[src/rbpp_pkg.sv]
// Shared types, widths and helpers for the rounded box point projection unit.
// No dependencies; every other file imports this package.
`default_nettype none

package rbpp_pkg;

	localparam int COORD_W        = 32;
	localparam int CFG_W          = 31;
	localparam int AXES_MAX       = 3;
	localparam int SQ_W           = 64;
	localparam int ROOT_W         = 32;
	localparam int QUO_W          = 31;
	localparam int PROD_W         = CFG_W + COORD_W;
	localparam int ADDR_W         = 4;
	localparam int DATA_W         = 32;
	localparam int DIMENSIONS_DEF = 3;

	typedef enum logic [1:0] {
		REG_HALF_X,
		REG_HALF_Y,
		REG_HALF_Z,
		REG_RADIUS
	} reg_idx_t;

	typedef enum logic [1:0] {
		AXIS_X,
		AXIS_Y,
		AXIS_Z
	} axis_t;

	typedef struct packed {
		logic [AXES_MAX-1:0][CFG_W-1:0] half_len;
		logic [CFG_W-1:0]               radius;
	} cfg_t;

	// Per-point data carried down the pipeline
	typedef struct packed {
		logic [AXES_MAX-1:0][COORD_W-1:0] w;
		logic [AXES_MAX-1:0]              neg;
		logic [AXES_MAX-1:0]              clamped;
		logic [AXES_MAX-1:0][COORD_W-1:0] m;
		logic                             in_box;
		logic                             in_inner;
		axis_t                            axis;
	} item_t;

	// Inner box half extent, floored at zero
	function automatic logic [CFG_W-1:0] inner_half(input logic [CFG_W-1:0] l,
			input logic [CFG_W-1:0] r);
		return (l > r) ? l - r : '0;
	endfunction

endpackage

`default_nettype wire

[src/rbpp_cfg.sv]
// APB-style configuration registers: three half extents and the corner radius.
// Depends on rbpp_pkg.
`default_nettype none

module rbpp_cfg import rbpp_pkg::*; (
	input  logic              clk,
	input  logic              arst_n,
	input  logic              psel,
	input  logic              penable,
	input  logic              pwrite,
	input  logic [ADDR_W-1:0] paddr,
	input  logic [DATA_W-1:0] pwdata,
	output logic [DATA_W-1:0] prdata,
	output logic              pready,
	output cfg_t              cfg
);

	cfg_t     cfg_q;
	reg_idx_t idx;

	assign idx    = reg_idx_t'(paddr[ADDR_W-1:2]);
	assign pready = 1'b1;
	assign cfg    = cfg_q;

	// Write on the access phase of a write transaction
	always_ff @(posedge clk or negedge arst_n) begin
		if (!arst_n) begin
			cfg_q <= '0;
		end else if (psel && penable && pwrite) begin
			case (idx)
				REG_HALF_X: cfg_q.half_len[0] <= pwdata[CFG_W-1:0];
				REG_HALF_Y: cfg_q.half_len[1] <= pwdata[CFG_W-1:0];
				REG_HALF_Z: cfg_q.half_len[2] <= pwdata[CFG_W-1:0];
				REG_RADIUS: cfg_q.radius      <= pwdata[CFG_W-1:0];
				default: ;
			endcase
		end
	end

	// Read back
	always_comb begin
		case (idx)
			REG_HALF_X: prdata = {1'b0, cfg_q.half_len[0]};
			REG_HALF_Y: prdata = {1'b0, cfg_q.half_len[1]};
			REG_HALF_Z: prdata = {1'b0, cfg_q.half_len[2]};
			REG_RADIUS: prdata = {1'b0, cfg_q.radius};
			default:    prdata = '0;
		endcase
	end

endmodule

`default_nettype wire

[config.mk]
export PLATFORM = sky130hd
export DESIGN_NAME = rbpp_cfg
export DESIGN_NICKNAME = d
export VERILOG_FILES = /design/src/rbpp_pkg.sv /design/src/rbpp_cfg.sv
export SDC_FILE = /design/constraint.sdc
export NUM_CORES = 1
export LEC_CHECK = 0
export BUFFER_PORTS_ARGS = -buffer_cell sky130_fd_sc_hd__clkbuf_2
export CAP_MARGIN = 30
export CORE_AREA = 5 5 117 119
export CTS_CLUSTER_SIZE = 40
export DETAILED_ROUTE_END_ITERATION = 7
export DIE_AREA = 0 0 122 124
export PLACE_DENSITY = 0.79
export SYNTH_ARGS = -nofsm -noshare
export SYNTH_HDL_FRONTEND = slang
export SYNTH_SLANG_ARGS = --single-unit
[constraint.sdc]
create_clock -name clk -period 1.2 [get_ports clk]
set_clock_uncertainty 0.15 [all_clocks]
set_input_delay 0.06 -clock clk [delete_from_list [all_inputs] [get_ports clk]]
set_output_delay 0.06 -clock clk [all_outputs]
set_load 0.02 [all_outputs]
# Yosys cells after proc, flatten, opt, wreduce, memory -nomap -nowiden
# Cells that the tools add are included.
totals:
  inputBits: 41
  word_cells: 15
  ff_bits: 124
  out_inout_bits: 157
classes:
  n_eq_ne: 3
  n_reduce_logical: 7
  muxes: 1
op_table:
  columns: ["cell", "n"]
  rows:
  - ["one-hot mux 32 bit (4 select lines)", 1]
  - ["AND reduction 2 bit", 4]
  - ["== test 2 bit (second input constant)", 2]
  - ["== test 2 x 1 -> 1 bit (second input constant)", 1]
  - ["logical AND 1 bit", 2]
  - ["logical NOT 2 bit", 1]

# Depth between registers and ports, before layout
# Gate-level depths: netlist of the first run.
logic_depth:
  depth_word: 3
  mapped_depth: 6
  depth_no_buf: 3

# Least setup slack after synthesis of the first run
# Ideal clock, no wire load.
synth_path:
  path_kind: "input port to flip-flop"
  from: "input port paddr[3]"
  to: "register cfg_q (netlist bit cfg[62])"
  path_stages: 5
  n_path_buf: 3
  arrival_ps: 1130
  setup_ps: 125
  setup_slack_ps: -205
  required_time_ps: 925
  cell_sequence: "buf_2 -> or3_1 -> buf_2 -> buf_6 -> mux2_4"
synth_via:
  elab_chain_len: 2
synth_lines:
  columns: ["element", "line", "rtl"]
  rows:
  - ["from (decl)", "rbpp_cfg.sv:11", "input logic [ADDR_W-1:0] paddr,"]
  - ["== test 2 x 1 -> 1 bit", "rbpp_cfg.sv:30", "case (idx)"]
  - ["AND reduction 2 bit (no line)", null, null]
  - ["to (decl)", "rbpp_cfg.sv:18", "cfg_t cfg_q;"]
# Every way passes these cells.
# A chain may end at the register's enable or synchronous reset.

# Worst setup path in the final report of the first run
layout_path:
  from: "register cfg_q (netlist bit cfg[119])"
  to: "output port prdata[26]"
layout_via:
  elab_chain_len: 1
layout_lines:
  columns: ["element", "line", "rtl"]
  rows:
  - ["one-hot mux 32 bit (4 select lines)", "rbpp_cfg.sv:42", "case (idx)"]
  - ["to (decl)", "rbpp_cfg.sv:13", "output logic [DATA_W-1:0] prdata,"]
# Every way passes these cells. The select of a mux whose other input is x is not followed.

==> results.rst, run 1 <==
.. list-table::
   :header-rows: 1

   * - Metric
     - Value
   * - Outcome
     - complete, but fails checks
   * - Violations in the final reports
     - hold timing, setup timing
   * - Fin worst setup slack
     - -0.6051 ns
   * - Clock Sinks
     - 124
   * - Die Ht
     - 124 um
   * - PD cells
     - 2039 nW/um2
   * - Main combinational cell family by area after synthesis
     - multiplexers
   * - Clock latency reported for the late side of the worst-skew pair
     - 0.40 ns
   * - Number of buffers and inverters on the critical path
     - 1
   * - Startpoint of the worst-slack reg-to-reg timing path
     - cfg[71]
   * - Maximum count of clock buffers along a single path
     - 2
   * - Count of mapped cells out of synthesis
     - 312
   * - Post-detailed-placement half-perimeter wirelength
     - 11760 um
   * - Count of synthesis-stage warnings from yosys
     - 0
   * - Fraction of final layout cells sized beyond drive strength 1
     - 78.75%
   * - Remaining DRCs
     - 0
   * - Worst Reg2Reg Path Length in Cells
     - 4
   * - Portion of synthesized cell area occupied by the leading cell type
     - 56.27%
   * - Vias per cell
     - 5.471
   * - Worst-case vdd ir drop
     - 0.001676 V
   * - Total of flip-flops plus latches after synthesis
     - 124
   * - Leftover overflow at the end of global routing
     - 0
   * - Synth Area in Compound Gates
     - 0%
   * - Post-placement worst setup slack
     - -0.4236 ns
   * - Worst endpoint data arrival time
     - 1.60 ns
   * - Final setup violating endpoints
     - 191
   * - Count of final hold-check violations
     - 18
   * - Crit-path slowest cell
     - mux4_2
   * - Stages on worst setup path
     - 2
   * - P&R area growth vs syn
     - 106.3%
   * - Max FFs per register
     - 124
   * - Initial DRC count
     - 341
   * - Worst min-delay path category
     - input port to async pin
   * - Row count
     - 41
   * - Placeable Area
     - 12470 um2
   * - Horizontal extent of the die
     - 122 um
   * - Fmax
     - 0.5540 GHz
   * - Leakage power
     - 5.448 nW
   * - Number of H-tree levels
     - 4
   * - Largest net degree at the start of global routing
     - 48
   * - Number of distinct library cells after synthesis
     - 16
   * - Element type at the critical path end
     - output port
   * - Average wire per standard cell
     - 28.57 um
   * - Remaining antenna violation count
     - 0
   * - Slowest cell delay on critical path
     - 0.57 ns
   * - Antenna violations before repair
     - 0
   * - Mapped cell area
     - 5514 um2
   * - Avg Cell Area, Syn
     - 17.67 um2
   * - Data required time at the worst endpoint
     - 0.99 ns
   * - Final #Nets
     - 795
   * - Routability congestion estimate
     - 0.7618
   * - Period utilization
     - 150.4%
   * - Kind of start point of the critical path
     - flop
   * - Proportion of synthesized chip area in sequential cells
     - 56.27%
   * - Wire length reported by the detailed router
     - 26860 um
   * - Portion of netlist area occupied by mux cells
     - 40.03%
   * - Cell type with the largest total area after synthesis
     - dfrtp_1
   * - Min cycle time layout
     - 1.805 ns
   * - Number of buffers added by the clock tree synthesis step
     - 17
   * - Area enclosed by the die boundary
     - 15130 um2
   * - CTS tree
     - done
   * - First-pass detailed-route iteration total
     - 6
   * - Number of buffer cells added on primary ports
     - 192
   * - Maximum fanout encountered on the critical timing path
     - 2
   * - Starting Density
     - 44.23%
   * - Worst hold-check slack
     - -0.06522 ns
   * - R2R setup slack
     - -0.09 ns
   * - Count of hold buffers inserted by post-cts repair
     - 32
   * - Number of global-route vias before repair
     - 5335
   * - Total I/O pin count
     - 198
   * - Total power
     - 23.19 mW
   * - Wire length of the first global-routing pass
     - 32400 um
   * - Fraction of synthesized cell area in xor and xnor cells
     - 0%
   * - Cell at the root of the clock tree
     - clkbuf_16
   * - Clock transition at the registers of the reported paths
     - 0.06 ns
   * - Final Slew Violations
     - 0
   * - Adder-cell area share of the yosys netlist
     - 0%
   * - RSZ-0062 raised after global routing
     - true
   * - Cell Chain, Critical Path
     - mux4_2, buf_8
   * - Gate family responsible for the most delay along the worst path
     - multiplexers
   * - Net count of the mapped netlist
     - 353
   * - Max capacitance violation total
     - 0
   * - Ranking of synthesized cells by area
     - dfrtp_1 56%, mux2_2 19%, mux4_2 13%
   * - Number of vias in the routed layout
     - 5143
   * - Worst setup path class
     - flop to output port
   * - All-Layer GR Usage
     - 29.37%
   * - Simple-gate share of the synthesized area
     - 0.5900%
   * - CP Launch Point
     - cfg[119]
   * - RR Endpoint
     - cfg[71]
-- logic make-up (layout without fill, tap and decap cells) --
logic type / Yosys count / count (layout)
AND/OR/NAND/NOR: 6 / 6
multiplexers: 155 / 155
buffers and inverters: 25 / 480
other: 2 / 3
flip-flops: 124 / 124
-- report_power, final --
| part | total, mW | internal, mW | switching (mW) | leakage (nW) |
|---|---|---|---|---|
| Clock | 5.24 | 3.22 | 2.02 | 0.281 |
| Sequential | 6.09 | 5.17 | 0.918 | 1.52 |
| Combinational | 11.9 | 7.13 | 4.74 | 3.65 |
| Total | 23.2 | 15.5 | 7.68 | 5.45 |
-- layer usage --
| layer | part of all wire (%) | wire length (um) | global-route usage (%) | vias to the layer above |
|---|---|---|---|---|
| met5 | 0 | 0 | 0 | - |
| met4 | 5.9 | 1585 | 15.27 | 0 |
| met3 | 5.8 | 1562 | 6.812 | 105 |
| met2 | 56 | 14990 | 53.87 | 310 |
| met1 | 32 | 8717 | 31.58 | 2668 |
| li1 | - | - | - | 2060 |
-- Yosys cell counts, drive strengths merged --
| master | number |
|---|---|
| dfrtp | 124 |
| mux2 | 124 |
| mux4 | 31 |
| buf | 20 |
| clkbuf | 4 |
| conb | 2 |
| inv | 1 |
| nand3 | 1 |
| nand4 | 1 |
| nor2 | 1 |
| nor3 | 1 |
| or2 | 1 |
| or3 | 1 |
-- what timing repair did --
action                                  in CTS  in global routing
cloned                                       0                  4
gates resized for setup                    372                315
pin swaps                                    0                  3
endpoints found under the hold margin      248                 18
buffers inserted                            44                 97
endpoints found under the setup margin     154                203
-- worst reg2reg max path, cell delays in order (launching register included) --
cell     delay [ns]
dfrtp_1        0.42
buf_6          0.13
buf_6          0.11
buf_6          0.11
mux2_4         0.26
-- worst max path at each step --
stage	end	slack (ns)
floorplan	cfg[62]	-0.19
global placement	cfg[100]	-0.42
detailed placement	cfg[94]	-0.42
CTS	prdata[30]	-0.50
global route	prdata[26]	-0.62
finish	prdata[26]	-0.61
-- cells in the final DEF, fill, tap and decap left out --
cell type / n
buf_6: 203
buf_8: 126
dfrtp_1: 122
mux2_2: 92
buf_4: 44
mux2_4: 32
dlygate4sd3_1: 32
clkbuf_2: 32
mux4_2: 31
clkbuf_16: 20
buf_12: 6
clkbuf_1: 5
clkinv_2: 4
clkbuf_8: 3
conb_1: 2
dfrtp_2: 2
bufinv_16: 2
diode_2: 1
nand3_2: 1
nor3_4: 1
inv_2: 1
or3_4: 1
nand4_1: 1
nor2_4: 1
or2_1: 1
clkinvlp_4: 1
clkbuf_4: 1
-- layout make-up --
| type | count | area [um2] |
|---|---|---|
| sequential | 124 | 3105 |
| inverter | 1 | 3.754 |
| antenna | 1 | 2.502 |
| fill | 403 | 1091 |
| clock buffer | 25 | 485.5 |
| clock inverter | 7 | 87.58 |
| timing repair buffer | 447 | 5191 |
| multi-input combinational | 163 | 2283 |
| tap | 172 | 215.2 |
-- stage by stage --
step | area, um2 | util [%] | setup TNS, ns | hold WS [ns] | instances
floorplan | 5565 | - | -14.82 | -0.3856 | 312
global placement | 7722 | 61.95 | -53.18 | -0.1757 | 800
detailed placement | 7722 | 61.95 | -54.47 | -0.1668 | 800
CTS | 10240 | 82.17 | -25.05 | -0.06293 | 874
global route | 11370 | 91.23 | -35.38 | -0.04123 | 939
finish | 11370 | 91.25 | -30.79 | -0.06522 | 940
No activity file was read; power rests on OpenSTA's default activity.
==> run 2, diff against run 1 <==
- CORE_AREA: 5 5 117 119 -> 5 5 155 157
- DIE_AREA: 0 0 122 124 -> 0 0 160 162
- PLACE_DENSITY: 0.79 -> 0.51
==> results.rst, run 2 (synthesis gave the netlist of run 1 again) <==
.. list-table::
   :header-rows: 1

   * - Metric
     - Value
   * - Most frequent cells in the layout
     - 176 x buf_6, 130 x buf_8, 122 x dfrtp_1, 93 x mux2_2, 36 x buf_4 (was 203 x buf_6, 126 x buf_8, 122 x dfrtp_1, 92 x mux2_2, 44 x buf_4)
   * - Data required time at the worst endpoint
     - 0.99 ns (about the same)
   * - Routability congestion estimate
     - 0.7432 (was 0.7618)
   * - Count of final hold-check violations
     - 12 (was 18)
   * - Count of hold buffers inserted by post-cts repair
     - 32 (unchanged)
   * - Post-placement worst setup slack
     - -0.3871 ns (was -0.4236 ns)
   * - Leakage power
     - 5.312 nW (was 5.448 nW)
   * - Final Slew Violations
     - 0 (unchanged)
   * - Worst setup path class
     - flop to output port (unchanged)
   * - Fmax
     - 0.5922 GHz (was 0.5540 GHz)
   * - R2R setup slack
     - -0.06 ns (was -0.09 ns)
   * - Die Ht
     - 162 um (was 124 um)
   * - Worst endpoint data arrival time
     - 1.48 ns (was 1.60 ns)
   * - Clock transition at the registers of the reported paths
     - 0.06 ns (about the same)
   * - Worst hold-check slack
     - -0.08275 ns (was -0.06522 ns)
   * - Worst min-delay path category
     - input port to async pin (unchanged)
   * - Number of H-tree levels
     - 4 (unchanged)
   * - PD cells
     - 1983 nW/um2 (was 2039 nW/um2)
   * - Gate family responsible for the most delay along the worst path
     - multiplexers (unchanged)
   * - CTS tree
     - done (unchanged)
   * - Maximum count of clock buffers along a single path
     - 2 (unchanged)
   * - Share of power burned in combinational logic
     - 49.3% (was 51.2%)
   * - Count of non-filler cells in the finished layout
     - 1025 (was 940)
   * - Kind of start point of the critical path
     - flop (unchanged)
   * - Number of buffers added by the clock tree synthesis step
     - 17 (unchanged)
   * - Part of the power in the clock network
     - 24.5% (was 22.6%)
   * - Violations in the final reports
     - hold timing, setup timing (unchanged)
   * - Clock latency reported for the late side of the worst-skew pair
     - 0.40 ns (about the same)
   * - Max FFs per register
     - 124 (unchanged)
   * - Total net switching power
     - 6.691 mW (was 7.683 mW)
   * - Clock Sinks
     - 124 (unchanged)
   * - Vias per cell
     - 4.300 (was 5.471)
   * - Leftover overflow at the end of global routing
     - 0 (unchanged)
   * - Worst-case vdd ir drop
     - 0.0008715 V (was 0.001676 V)
   * - CP Launch Point
     - cfg[16] (was cfg[119])
   * - Most common cell after layout, fill and taps aside
     - buf_6 (unchanged)
   * - Horizontal extent of the die
     - 160 um (was 122 um)
   * - Final setup violating endpoints
     - 158 (was 191)
   * - Dpl cells
     - 910 (was 800)
   * - Number of buffer cells added on primary ports
     - 192 (unchanged)
   * - Wire length of the first global-routing pass
     - 28570 um (was 32400 um)
   * - Initial DRC count
     - 112 (was 341)
   * - Remaining antenna violation count
     - 0 (unchanged)
   * - Maximum fanout encountered on the critical timing path
     - 2 (unchanged)
   * - Starting Density
     - 24.65% (was 44.23%)
   * - Row count
     - 55 (was 41)
   * - Fraction of final layout cells sized beyond drive strength 1
     - 78.38% (was 78.75%)
   * - Number of buffers and inverters on the critical path
     - 1 (unchanged)
   * - Cell at the root of the clock tree
     - clkbuf_16 (unchanged)
   * - Slowest cell delay on critical path
     - 0.53 ns (was 0.57 ns)
   * - Final #Nets
     - 768 (was 795)
   * - Antenna violations before repair
     - 0 (unchanged)
   * - Total I/O pin count
     - 198 (unchanged)
   * - Average wire per standard cell
     - 18.18 um (was 28.57 um)
   * - Startpoint of the worst-slack reg-to-reg timing path
     - cfg[93] (was cfg[71])
   * - Cell Chain, Critical Path
     - mux4_2, buf_8 (unchanged)
   * - First-pass detailed-route iteration total
     - 4 (was 6)
   * - Number of vias in the routed layout
     - 4407 (was 5143)
   * - Fin worst setup slack
     - -0.4885 ns (was -0.6051 ns)
   * - Area enclosed by the die boundary
     - 25920 um2 (was 15130 um2)
   * - All-Layer GR Usage
     - 14.08% (was 29.37%)
   * - P&R area growth vs syn
     - 104.2% (was 106.3%)
   * - Post-detailed-placement half-perimeter wirelength
     - 12570 um (was 11760 um)
   * - Wire length reported by the detailed router
     - 18630 um (was 26860 um)
   * - Max capacitance violation total
     - 0 (unchanged)
   * - Share of power burned in registers
     - 26.2% (about the same)
   * - Period utilization
     - 140.7% (was 150.4%)
   * - Placed Area
     - 7904 um2 (was 7722 um2)
   * - Remaining DRCs
     - 0 (unchanged)
   * - Placeable Area
     - 22370 um2 (was 12470 um2)
   * - Internal portion of total power
     - 15.65 mW (was 15.51 mW)
   * - Outcome
     - complete, but fails checks (unchanged)
   * - Stages on worst setup path
     - 2 (unchanged)
   * - Number of global-route vias before repair
     - 4962 (was 5335)
   * - Element type at the critical path end
     - output port (unchanged)
   * - Setup crit end
     - prdata[16] (was prdata[26])
   * - Final instance area
     - 11260 um2 (was 11370 um2)
   * - Antenna cell count
     - 0 (was 1)
   * - RR Endpoint
     - cfg[93] (was cfg[71])
   * - Worst Reg2Reg Path Length in Cells
     - 4 (unchanged)
   * - Crit-path slowest cell
     - mux4_2 (unchanged)
   * - Fraction of power spent switching nets
     - 29.95% (was 33.12%)
   * - RSZ-0062 raised after global routing
     - true (unchanged)
   * - Largest net degree at the start of global routing
     - 61 (was 48)
   * - Min cycle time layout
     - 1.689 ns (was 1.805 ns)
[run 2: changes by cell type in the layout (fill, tap and decap cells not counted), moves of 2 or more]
| cell | delta |
|---|---|
| bufinv_16 | +2 |
| buf_4 | -8 |
| buf_8 | +4 |
| buf_12 | +4 |
| buf_6 | -27 |
| clkinvlp_4 | +2 |
| clkbuf_2 | +3 |
| clkbuf_1 | -3 |
| clkbuf_16 | -3 |
[run 2: how the worst min path moves through the flow]
stage	slack, ns	depth (start not counted)	end	startpoint
floorplan	-0.39	0	cfg[0]	arst_n
global placement	-0.21	1	cfg[37]	arst_n
detailed placement	-0.21	1	cfg[37]	arst_n
CTS	-0.09	2	cfg[37]	arst_n
global route	-0.09	2	cfg[37]	arst_n
finish	-0.08	2	cfg[37]	arst_n
[run 2: power by group through the flow]
stage / combinational, mW / sequential (mW) / clock (mW)
after global placement: 6.73 / 5.67 / 0
after floorplan: 1.99 / 7.06 / 0
after global routing: 11.5 / 5.96 / 5.79
final: 11.0 / 5.86 / 5.46
after detailed placement: 6.83 / 5.73 / 0
after CTS: 9.35 / 5.83 / 5.59
[run 2: repair_timing]
item                                    4_1_cts  5_1_grt
pin swaps                                     0        0
endpoints found under the hold margin       248       12
resized for setup                           384      257
endpoints found under the setup margin      155      170
buffers inserted                             43       67
[run 2: layer usage]
metal	share of wire [%]	GRT usage [%]
met5	0	0
met4	1.0	3.481
met3	6.0	4.897
met2	52	24.10
met1	41	17.09
[run 2: layout make-up]
type,count,area [um2]
fillers,1824,11100
repair buffers,420,4905
flip-flops and latches,124,3105
multi-input cells,163,2265
clock buffers,21,460.4
well taps,285,356.6
clock inverters,11,166.4
inverters,1,3.754
[run 2: metrics by stage]
step                      setup TNS (ns)  hold slack [ns]  power (mW)  utilization [%]
final                             -22.01         -0.08275       22.34            50.36
after global routing              -29.71         -0.08560       23.30            50.36
after CTS                         -25.22         -0.09176       20.78            47.05
after detailed placement          -41.83          -0.2076       12.57            35.34
after global placement            -39.28          -0.2107       12.40            35.34
after floorplan                   -14.82          -0.3856       9.048                -
